--- src/hdl/fgf_pkg.sv ---
// Shared types and constants for the free-gap fit query block.
// Used by fgf_ctrl, fgf_datapath, free_gap_fit_query, fgf_fit_checker and the testbench; no dependencies.
package fgf_pkg;

   // Obstacle map depth and derived widths
   localparam int POSITIONS = 4096;
   localparam int ADDR_W    = $clog2(POSITIONS);
   localparam int CNT_W     = ADDR_W + 1;            // scan counter reaches POSITIONS
   localparam int POS_W     = 12;                    // position / block_size field width
   localparam int LIM_W     = (POS_W > CNT_W) ? POS_W : CNT_W;
   localparam int DIST_W    = (POS_W > ADDR_W) ? POS_W : ADDR_W;

   // Stream word widths
   localparam int REQ_DATA_W = 24;                   // position, block_size
   localparam int RSP_DATA_W = 8;                    // fits, zero fill

   // Command codes carried in req_tuser
   localparam logic CMD_PLACE = 1'b0;
   localparam logic CMD_QUERY = 1'b1;

   typedef enum logic [2:0] {
      ST_CLEAR,
      ST_IDLE,
      ST_SCAN,
      ST_TAIL,
      ST_RESULT
   } fgf_state_type;

   // Controller -> datapath
   typedef struct packed {
      logic clear_wr;     // write zero at counter, advance counter
      logic place_wr;     // set map bit at request position
      logic load_query;   // latch query operands, restart scan
      logic scan_issue;   // read map at counter, advance counter
      logic tail;         // fold final stretch into best gap
      logic res_load;     // load result into output register
   } fgf_cmd_type;

   // Datapath -> controller
   typedef struct packed {
      logic clear_done;   // counter at last map entry during clear
      logic issue_done;   // all reads of the scan issued
      logic pipe_busy;    // a read is still in flight
      logic out_busy;     // output register full and stalled
   } fgf_stat_type;

endpackage

--- src/hdl/fgf_ctrl.sv ---
// Sequencer for the free-gap fit query block: clear pass, idle, scan, tail, result.
// Depends on fgf_pkg.
module fgf_ctrl (
   input  logic                 clock,
   input  logic                 reset,
   input  logic                 req_tvalid,
   input  logic                 req_kind,
   output logic                 req_tready,
   input  fgf_pkg::fgf_stat_type sts,
   output fgf_pkg::fgf_cmd_type  ctl
);
   import fgf_pkg::*;

   fgf_state_type state_ff;
   fgf_state_type state_in;
   logic          accept;

   assign req_tready = (state_ff == ST_IDLE);
   assign accept     = req_tvalid & req_tready;

   // Next state
   always_comb begin
      state_in = state_ff;
      case (state_ff)
         ST_CLEAR: begin
            if (sts.clear_done) state_in = ST_IDLE;
         end
         ST_IDLE: begin
            if (accept && req_kind == CMD_QUERY) state_in = ST_SCAN;
         end
         ST_SCAN: begin
            if (sts.issue_done && !sts.pipe_busy) state_in = ST_TAIL;
         end
         ST_TAIL: begin
            state_in = ST_RESULT;
         end
         ST_RESULT: begin
            if (!sts.out_busy) state_in = ST_IDLE;
         end
         default: begin
            state_in = ST_CLEAR;
         end
      endcase
   end

   // Datapath commands
   always_comb begin
      ctl = '0;
      case (state_ff)
         ST_CLEAR: begin
            ctl.clear_wr = 1'b1;
         end
         ST_IDLE: begin
            ctl.place_wr   = accept && (req_kind == CMD_PLACE);
            ctl.load_query = accept && (req_kind == CMD_QUERY);
         end
         ST_SCAN: begin
            ctl.scan_issue = !sts.issue_done;
         end
         ST_TAIL: begin
            ctl.tail = 1'b1;
         end
         ST_RESULT: begin
            ctl.res_load = !sts.out_busy;
         end
         default: begin
            ctl = '0;
         end
      endcase
   end

   always_ff @(posedge clock) begin
      if (reset) begin
         state_ff <= ST_CLEAR;
      end else begin
         state_ff <= state_in;
      end
   end

endmodule

--- config.mk ---
export PLATFORM = sky130hd
export DESIGN_NAME = fgf_ctrl
export DESIGN_NICKNAME = d
export VERILOG_FILES = /design/src/hdl/fgf_pkg.sv /design/src/hdl/fgf_ctrl.sv
export SDC_FILE = /design/constraint.sdc
export NUM_CORES = 1
export LEC_CHECK = 0
export ABC_AREA = 1
export BUFFER_PORTS_ARGS = -buffer_cell sky130_fd_sc_hd__buf_2
export CORE_AREA = 2 2 39 41
export DETAILED_ROUTE_END_ITERATION = 6
export DIE_AREA = 0 0 41 43
export HOLD_SLACK_MARGIN = 0.03
export SETUP_SLACK_MARGIN = 0.3
export SLEW_MARGIN = 0
export SYNTH_ARGS = -nofsm -noshare
export SYNTH_HDL_FRONTEND = slang
export SYNTH_SLANG_ARGS = --single-unit
--- constraint.sdc ---
create_clock -name clock -period 1.2 [get_ports clock]
set_input_delay 0.18 -clock clock [delete_from_list [all_inputs] [get_ports clock]]
set_output_delay 0.18 -clock clock [all_outputs]
set_load 0.02 [all_outputs]
After elaboration in Yosys (flattened, before gate mapping):

Cells that the tools add are included.

* register bits after elaboration: 3
* input bits: 8
* output and inout port bits: 7
* logic and storage cells: 29

* equality and inequality tests: 8
* muxes and demuxes: 10
* bitwise logic cells: 2
* reduce and logical (&&, ||, !) cells: 8

Operators by type and width (number)
* $pmux 3 s5: 1
* $mux 3: 4
* $eq 3x2->1 const B: 2
* $ne 2x2->1 const B: 3
* $mux 1: 4
* $reduce_and 4->1: 1
* $eq 3x1->1 const B: 1
* $eq 3x3->1 const B: 1
* $logic_and 1x1->1: 3
* $logic_not 1->1: 3
* $logic_not 3->1: 1
* $mux 2: 1
* $ne 2x1->1 const B: 1
* $and 1x1->1: 1
* $not 1->1: 1

Depth between registers and ports, before layout:

Gate-level depths: netlist (run 1).

* depth after elaboration: 5
* gate-level depth with buffers: 6

Worst setup path before layout (run 1):

Ideal clock, no wire load.

* path kind: register to output
* start point: register state_ff[2]
* end point: output ctl[0] (netlist name)
* data arrival time: 1207 ps
* setup slack: -187 ps
* cell stages (with the launch flop): 3
* path through: dfxtp_1 -> inv_2 -> nor4_1

RTL lines
* from (decl): line fgf_ctrl.sv:14 `fgf_state_type state_ff;`
* from (signal assigned): line fgf_ctrl.sv:76 `state_ff <= state_in;`
* to (decl): line fgf_ctrl.sv:10 `output fgf_pkg::fgf_cmd_type ctl`

==> results.md, run 1 <==
- Status: complete, but fails checks
- Failing checks: negative setup slack
- Antenna cells: 0
- Pleak: between 0.2 and 0.25 nW
- DR DRC count: 0
- Startpoint types: flip-flop
- H-tree depth: 1
- CP required: approximately 1 ns
- Synth warnings: 0
- Vias in the first global route: 316
- Final hold slack: 0.151 ns
- Clock Latency Late Sink: 0.23 ns
- Pwr Density: roughly 2300 nW/um2
- Ports: 15
- Core footprint: 1380 um2
- Register clock-pin slew on the reported worst setup and hold paths: 0.04 ns
- Post-Route WL: 682 um
- CTS Buf Count: 3
- GRT Resource Usage Total: 9.96%
- Initial antenna violation count: 0
- Final ANT Viol Nets: 0
- Final period util: 108%
- Fmax achieved: 773 MHz
- WL/cell: 8.63 um
- Min-delay worst type: in -> reg
- Final setup vio count: 6
- Die Wd: slightly above 40 um
- Worst hold path cell count: 2
- Max-Cap Viols: 0
- Arr. time, crit path: 1.11 ns
- Slew Limit Headroom: 86.8%
- Layout Nets: 72
- Maximum vdd ir drop: ~0.68 mV
- Clock network power share: 13.8%
- Final min period: 1.29 ns
- Post-route setup TNS: -0.330 ns
- Drt pass-1 iters: 2
- DIE HEIGHT: 43 um
- Internal: 0.000710 W
- First-pass GRT wire length: 1.15 mm
- Post-synthesis cell count: 39
- Comb pwr share: between 60% and 70%
- CP Class: reg -> out
- Worst Reg-to-Reg Cells: 7
- Most flops, register: state_ff
- Crit. End Element: primary output
- FP Rows: 14
- CTS Root Cell: clkbuf_4
- Routability Congestion: about 0.7
- RSZ-0062 raised after global routing: yes
- Top Registers: state_ff x3
- Worst Tran Pin Value: between 0.15 and 0.2 ns
- Sw Share: 45.0%
- Syn Nets: 47
- Largest net degree at the start of global routing: 6
- Commonest non-fill, non-tap cells in the layout: inv_1, buf_2, buf_6
- Hold Fails Final Rpt: 0
- Clock sinks: 3
- Starting Density: 18.7%
- Area grow syn2layout: 113%
- Clock buffer depth: 2
- Global route overflow: 0
- Final worst slack: -0.0938 ns
- Avg Cell Area, Syn: between 6 and 7 um2
- Flip-flop and latch count after synthesis: 3
- Die footprint: 1760 um2
- Vias per cell: 4.09
- DRT iter0 DRCs: 2
- Dpl hpwl: 516 um
- Post-CTS Hold Buffers: 0
- Reg power frac: around 17%
- Synth cell types: 17
- Worst Skew: roughly 0.00018 ns
- IO Port Bufs: 14
- TritonCTS clock tree: done
- Seq/Total Area, Yosys: 23.2%
- Commonest non-fill, non-tap cell in the layout: inv_1
- Max reg flops: 3
- Synthesized area: approximately 260 um2
- Share of post-route cells with drive strength above 1: 73.0%
- NetSw: just under 0.0006 W
- CP Max Fanout: 5
- Final Slew Violations: 0
- Via count: 323
-- layer usage --
layer / vias up / GRT usage [%] / wire (um)
li1: 173 / - / -
met1: 139 / 11.0 / 279
met2: 9 / 14.7 / 356
met3: 2 / 1.57 / 27
met4: 0 / 10.0 / 19
met5: - / 0 / 0
-- critical path: stages (launching register included) --
cell     delay (ns)
dfxtp_4        0.36
nor3_4         0.20
nand2_2        0.11
nor2_4         0.09
buf_6          0.12
-- worst paths after layout --
kind	endpoint	startpoint	slack, ns
setup / recovery	ctl[3]	state_ff[1]$_SDFFE_PP0P_	-0.09
hold / removal	state_ff[1]$_SDFFE_PP0P_	reset	0.15
setup reg to reg	state_ff[1]$_SDFFE_PP0P_	state_ff[1]$_SDFFE_PP0P_	0.08
hold reg to reg	state_ff[2]$_SDFFE_PP0P_	state_ff[2]$_SDFFE_PP0P_	0.61
-- logic make-up after synthesis --
group,share of synthesized area (%)
compound gates,13.5
buf+inv,15.9
flops,23.2
simple gates,47.3
-- power by group through the flow --
stage | Combinational [W] | Clock [W] | Sequential, W
after floorplan | 0.000461 | 0 | 0.000223
after global placement | 0.000606 | 0 | 0.000233
after detailed placement | 0.000606 | 0 | 0.000236
after CTS | 0.000834 | 0.000187 | 0.000216
after global routing | 0.000969 | 0.000197 | 0.000222
final | 0.000898 | 0.000178 | 0.000214
-- per-stage QoR --
step	util (%)	total power, W	cell area (um2)	worst slack (ns)	std cells
final	39.8	0.00129	551	-0.0938	79
after global placement	29.3	0.000840	405	0.0591	70
after detailed placement	29.3	0.000842	405	0.0494	70
after CTS	37.1	0.00124	513	-0.112	78
after global routing	39.8	0.00139	551	-0.146	79
after floorplan	-	0.000684	308	-0.0526	39
-- Yosys cell counts --
library cell | count | area [um2]
nand2_2 | 1 | 6.26
inv_2 | 3 | 11.3
nor3_2 | 1 | 10.0
nand3_2 | 2 | 20.0
nor2_2 | 1 | 6.26
a21oi_1 | 1 | 5.00
nand3_1 | 3 | 15.0
dfxtp_1 | 3 | 60.1
o21ai_2 | 1 | 8.76
nor4_1 | 1 | 6.26
inv_1 | 8 | 30.0
nor3_1 | 1 | 5.00
a211oi_2 | 1 | 12.5
nor2_1 | 7 | 26.3
nor3_4 | 1 | 16.3
nand2_1 | 3 | 11.3
a21oi_2 | 1 | 8.76
-- cell type report --
| cell class | instances | area (um2) |
|---|---|---|
| clock buffer | 4 | 26.3 |
| fill | 154 | 833 |
| inverter | 11 | 46.3 |
| multi-input combinational | 25 | 228 |
| sequential | 3 | 71.3 |
| tap | 16 | 20.0 |
| timing repair buffer | 20 | 159 |
-- what timing repair did --
action / 4_1_cts / 5_1_grt
hold endpoints to repair: 0 / 0
pin swaps: 9 / 2
buffers inserted: 4 / 1
cloned: 0 / 0
setup endpoints to repair: 9 / 10
resized for setup: 15 / 7
No activity file was read; power rests on OpenSTA's default activity.
==> inputs of run 2 (changes only) <==
--- a/config.mk
+++ b/config.mk
@@ -6,12 +6,13 @@
 export NUM_CORES = 1
 export LEC_CHECK = 0
 export ABC_AREA = 1
+export ABC_CLOCK_PERIOD_IN_PS = 1200
 export BUFFER_PORTS_ARGS = -buffer_cell sky130_fd_sc_hd__buf_2
 export CORE_AREA = 2 2 39 41
 export DETAILED_ROUTE_END_ITERATION = 6
 export DIE_AREA = 0 0 41 43
 export HOLD_SLACK_MARGIN = 0.03
-export SETUP_SLACK_MARGIN = 0.3
+export SETUP_SLACK_MARGIN = 0.05
 export SLEW_MARGIN = 0
 export SYNTH_ARGS = -nofsm -noshare
 export SYNTH_HDL_FRONTEND = slang
==> results.md, run 2 (synthesis gave the netlist of run 1 again) <==
- Clock Latency Late Sink: 0.23 ns
- DRT iter0 DRCs: 2
- Sequential cell area: 66.3 um2
- Min-delay worst type: in -> reg
- Crit-path slowest cell: dfxtp_4
- Die footprint: 1760 um2
- TritonCTS clock tree: done
- Area grow syn2layout: 117%
- Final min period: between 1 and 1.5 ns
- WL/cell: 9.84 um
- H-tree depth: 1
- CP required: 1.02 ns
- Die Wd: 41 um
- Clock sinks: 3
- Final setup vio count: 9
- Multi-input logic area: 223 um2
- CP Max Fanout: 4
- Crit. End Element: primary output
- Final design utilization: between 40% and 50%
- Largest net degree at the start of global routing: 5
- First-pass GRT wire length: 1.33 mm
- DIE HEIGHT: 43 um
- Top Registers: state_ff x3
- Hold Fails Final Rpt: 0
- Pleak: between 0.2 and 0.3 nW
- Worst Skew: approximately 0.0019 ns
- Ports: 15
- Slew Limit Headroom: 88.5%
- Pwr Density: about 2500 nW/um2
- CTS Buf Count: 3
- Arr. time, crit path: 1.11 ns
- CP Class: reg -> out
- Global route overflow: 0
- Startpoint types: flip-flop
- Placed Cells: 73
- Final period util: 108%
- DR DRC count: 0
- Max-Cap Viols: 0
- Crit path cell chain: nor3_4 -> nand2_2 -> nor2_4 -> buf_6
- Fillers: 155
- Vias in the first global route: approximately 340
- Final hold slack: 0.163 ns
- Register clock-pin slew on the reported worst setup and hold paths: 0.04 ns
- Final Slew Violations: 0
- RSZ-0062 raised after global routing: yes
- Most flops, register: state_ff
- Worst Tran Pin Value: 0.171 ns
- Critical Path Max Stage Delay: 0.35 ns
- Commonest non-fill, non-tap cells in the layout: buf_6, inv_1, buf_2
- Vias per cell: 4.00
- Final worst slack: -0.0933 ns
- Post-Route WL: approximately 800 um
- Maximum vdd ir drop: 0.866 mV
- Clock buffer depth: 2
- Post-route setup TNS: -0.511 ns
- Core footprint: about 1400 um2
- Post-CTS Hold Buffers: 0
- CTS Root Cell: clkbuf_4
- Max reg flops: 3
- Layout Nets: between 70 and 80
- Worst hold path cell count: 2
- Initial antenna violation count: 0
- IO Port Bufs: 14
- Worst Reg-to-Reg Cells: 8
- Failing checks: negative setup slack
- FP Rows: 14
- Dpl hpwl: about 600 um
- Starting Density: around a fifth
- Commonest non-fill, non-tap cell in the layout: buf_6
- Via count: ~320
- Drt pass-1 iters: 2
- Non-Filler Instances: 81
- Fmax achieved: 773 MHz
- Antenna cells: 0
- Final ANT Viol Nets: 0
- Routability Congestion: a little under 0.8
- GRT Resource Usage Total: 11.4%
- Share of post-route cells with drive strength above 1: 73.8%
- Status: complete, but fails checks
-- run 2: cell count changes in the layout (fill, tap and decap cells not counted), moves of 2 or more --
cell	delta
inv_4	-2
dfxtp_2	+2
nor2_4	-2
inv_2	+3
dfxtp_4	-2
buf_6	+3
-- run 2: stage by stage --
| stage | power [W] | setup WS [ns] | area [um2] |
|---|---|---|---|
| floorplan | 0.000634 | -0.0603 | 284 |
| global placement | 0.000839 | 0.0382 | 404 |
| detailed placement | 0.000852 | 0.0190 | 404 |
| CTS | 0.00120 | -0.107 | 503 |
| global route | 0.00152 | -0.165 | 562 |
| finish | 0.00140 | -0.0933 | 562 |
-- run 2: worst paths after layout --
| kind | slack (ns) | to | startpoint |
|---|---|---|---|
| max | -0.09 | ctl[4] | state_ff[2]$_SDFFE_PP0P_ |
| min | 0.16 | state_ff[1]$_SDFFE_PP0P_ | reset |
| max reg2reg | -0.03 | state_ff[1]$_SDFFE_PP0P_ | state_ff[2]$_SDFFE_PP0P_ |
| min reg2reg | 0.56 | state_ff[2]$_SDFFE_PP0P_ | state_ff[2]$_SDFFE_PP0P_ |
-- run 2: per-layer routing --
layer | global-route usage, % | vias up | wire length, um
li1 | - | 175 | -
met1 | 12.8 | 140 | 317
met2 | 19.4 | 9 | 447
met3 | 4.71 | 0 | 32
met4 | 2.00 | 0 | 0
met5 | 0 | - | 0
-- run 2: cell type report --
cell class / count / share of cell area [%]
sequential: 3 / 11.8
clock buffer: 4 / 4.68
timing repair buffer: 22 / 33.0
tap: 16 / 3.56
multi-input combinational: 25 / 39.6
inverter: 11 / 7.35
-- run 2: repair_timing --
item	4_1_cts	5_1_grt
setup buffers	2	2
setup endpoints to repair	7	8
gates resized for setup	17	11
pin swaps	5	3
-- run 2: worst max-delay path, delay by kind of cell, from the launching register on --
kind / cells / cell delay, ns
AND/OR/NAND/NOR: 3 / 0.41
buffers and inverters: 1 / 0.12
flip-flops: 1 / 0.35
-- run 2: power by group --
group          switching [W]  total, W  internal (W)
clock              0.0000486  0.000173      0.000124
sequential         0.0000415  0.000185      0.000144
combinational       0.000529   0.00105      0.000516
total               0.000619   0.00140      0.000784
==> inputs of run 3 (changes only) <==
--- a/config.mk
+++ b/config.mk
@@ -9,6 +9,7 @@
 export ABC_CLOCK_PERIOD_IN_PS = 1200
 export BUFFER_PORTS_ARGS = -buffer_cell sky130_fd_sc_hd__buf_2
 export CORE_AREA = 2 2 39 41
+export CTS_BUF_LIST = sky130_fd_sc_hd__clkbuf_4
 export DETAILED_ROUTE_END_ITERATION = 6
 export DIE_AREA = 0 0 41 43
 export HOLD_SLACK_MARGIN = 0.03
==> results.md, run 3 (synthesis gave the netlist of run 1 again) <==
- Status: complete, but fails checks
- Failing checks: negative setup slack
- Final setup vio count: 9
- Vias per cell: 4.06
- Final ANT Viol Nets: 0
- Max-Cap Viols: 0
- H-tree depth: 1
- Top Registers: state_ff x3
- Slew Limit Headroom: around 90%
- DR DRC count: 0
- Arr. time, crit path: roughly 1.1 ns
- Internal reg-to-reg setup slack: -0.03 ns
- Final Power: approximately 0.0014 W
- Drt pass-1 iters: 3
- WL/cell: 9.91 um
- DIE HEIGHT: 43 um
- Clock sinks: 3
- Metal-1 WL: 320 um
- Vias in the first global route: 338
- Worst Skew: 0.00204 ns
- Post-route setup TNS: -0.531 ns
- Commonest non-fill, non-tap cells in the layout: buf_6, inv_1, buf_2
- Global route overflow: 0
- FP Rows: 14
- CTS Root Cell: clkbuf_4
- Startpoint types: flip-flop
- Clock buffer depth: 2
- Placed Cells: 73
- Starting Density: 18.7%
- Dpl hpwl: approximately 590 um
- Final period util: 108%
- DRT iter0 DRCs: 2
- Largest net degree at the start of global routing: 5
- Core footprint: 1380 um2
- CP Max Fanout: 4
- First-pass GRT wire length: 1.35 mm
- Die Wd: 41 um
- IO Port Bufs: 14
- Routability Congestion: approximately 0.77
- Final Slew Violations: 0
- Non-Filler Instances: 81
- Maximum vdd ir drop: between 0.8 and 0.9 mV
- Top sig layer: met3
- Crit. End Element: primary output
- Register clock-pin slew on the reported worst setup and hold paths: 0.04 ns
- CP Class: reg -> out
- Clock Latency Late Sink: ~0.23 ns
- Commonest non-fill, non-tap cell in the layout: buf_6
- TritonCTS clock tree: done
- Post-Route WL: 803 um
- Final design utilization: between 40% and 50%
- Hold Fails Final Rpt: 0
- Die footprint: 1760 um2
- RSZ-0062 raised after global routing: yes
- Final min period: 1.30 ns
- Routed length on met3: 32 um
- Fmax achieved: 772 MHz
- Layout Nets: between 70 and 80
- Final worst slack: -0.0961 ns
- CTS Buf Count: 3
- Worst Tran Pin Value: roughly 0.17 ns
- Most flops, register: state_ff
- Area grow syn2layout: 118%
- Pwr Density: 2530 nW/um2
- Final hold slack: 0.161 ns
- CP required: 1.02 ns
- Max reg flops: 3
- Min-delay worst type: in -> reg
- Ports: 15
- Pleak: 0.261 nW
- WL met2: 451 um
- Antenna cells: 0
- Share of post-route cells with drive strength above 1: 75.4%
- Via count: about 330
- GRT Resource Usage Total: a little under an eighth
- Initial antenna violation count: 0
-- run 3: cell types whose count changed in the layout (fill, tap and decap cells not counted) --
| cell | before | now |
|---|---|---|
| clkbuf_1 | 1 | 0 |
| clkbuf_4 | 3 | 4 |
-- run 3: through the flow --
stage,area [um2],worst slack [ns]
floorplan,284,-0.0603
global placement,404,0.0382
detailed placement,404,0.0190
CTS,507,-0.111
global route,566,-0.168
finish,566,-0.0961
-- run 3: final cells by class --
cell class	count	area (um2)
inverter	11	41.3
clock buffer	4	30.0
multi-input combinational	25	223
sequential	3	66.3
tap	16	20.0
timing repair buffer	22	185
fill	154	818
-- run 3: repair_timing --
action                     4_1_cts  5_1_grt
setup buffers                    2        2
setup endpoints to repair        7        8
pin swaps                        5        3
resized for setup               17       11
hold buffers                     0        0
-- run 3: power by group --
group	internal, W	switching (W)	leakage (nW)
sequential	0.000144	0.0000416	0.0261
clock	0.000147	0.0000503	0.0184
combinational	0.000516	0.000531	0.216
total	0.000807	0.000623	0.261
-- run 3: path summary, 6_finish.rpt --
| path | startpoint | cells after the start | endpoint |
|---|---|---|---|
| worst max-delay path | state_ff[2]$_SDFFE_PP0P_ | 4 | ctl[4] |
| worst max register to register | state_ff[2]$_SDFFE_PP0P_ | 8 | state_ff[1]$_SDFFE_PP0P_ |
| worst min-delay path | reset | 2 | state_ff[1]$_SDFFE_PP0P_ |
| worst min register to register | state_ff[2]$_SDFFE_PP0P_ | 2 | state_ff[2]$_SDFFE_PP0P_ |
-- run 3: metal layers --
| metal | up-vias | track usage (%) |
|---|---|---|
| li1 | 175 | - |
| met1 | 145 | 12.8 |
| met2 | 9 | 19.4 |
| met3 | 0 | 4.71 |
| met4 | 0 | 4.00 |
| met5 | - | 0 |
-- run 3: critical path: stages (launching register included) --
cell	delay, ns
dfxtp_4	0.35
nor3_4	0.19
nand2_2	0.12
nor2_4	0.10
buf_6	0.12
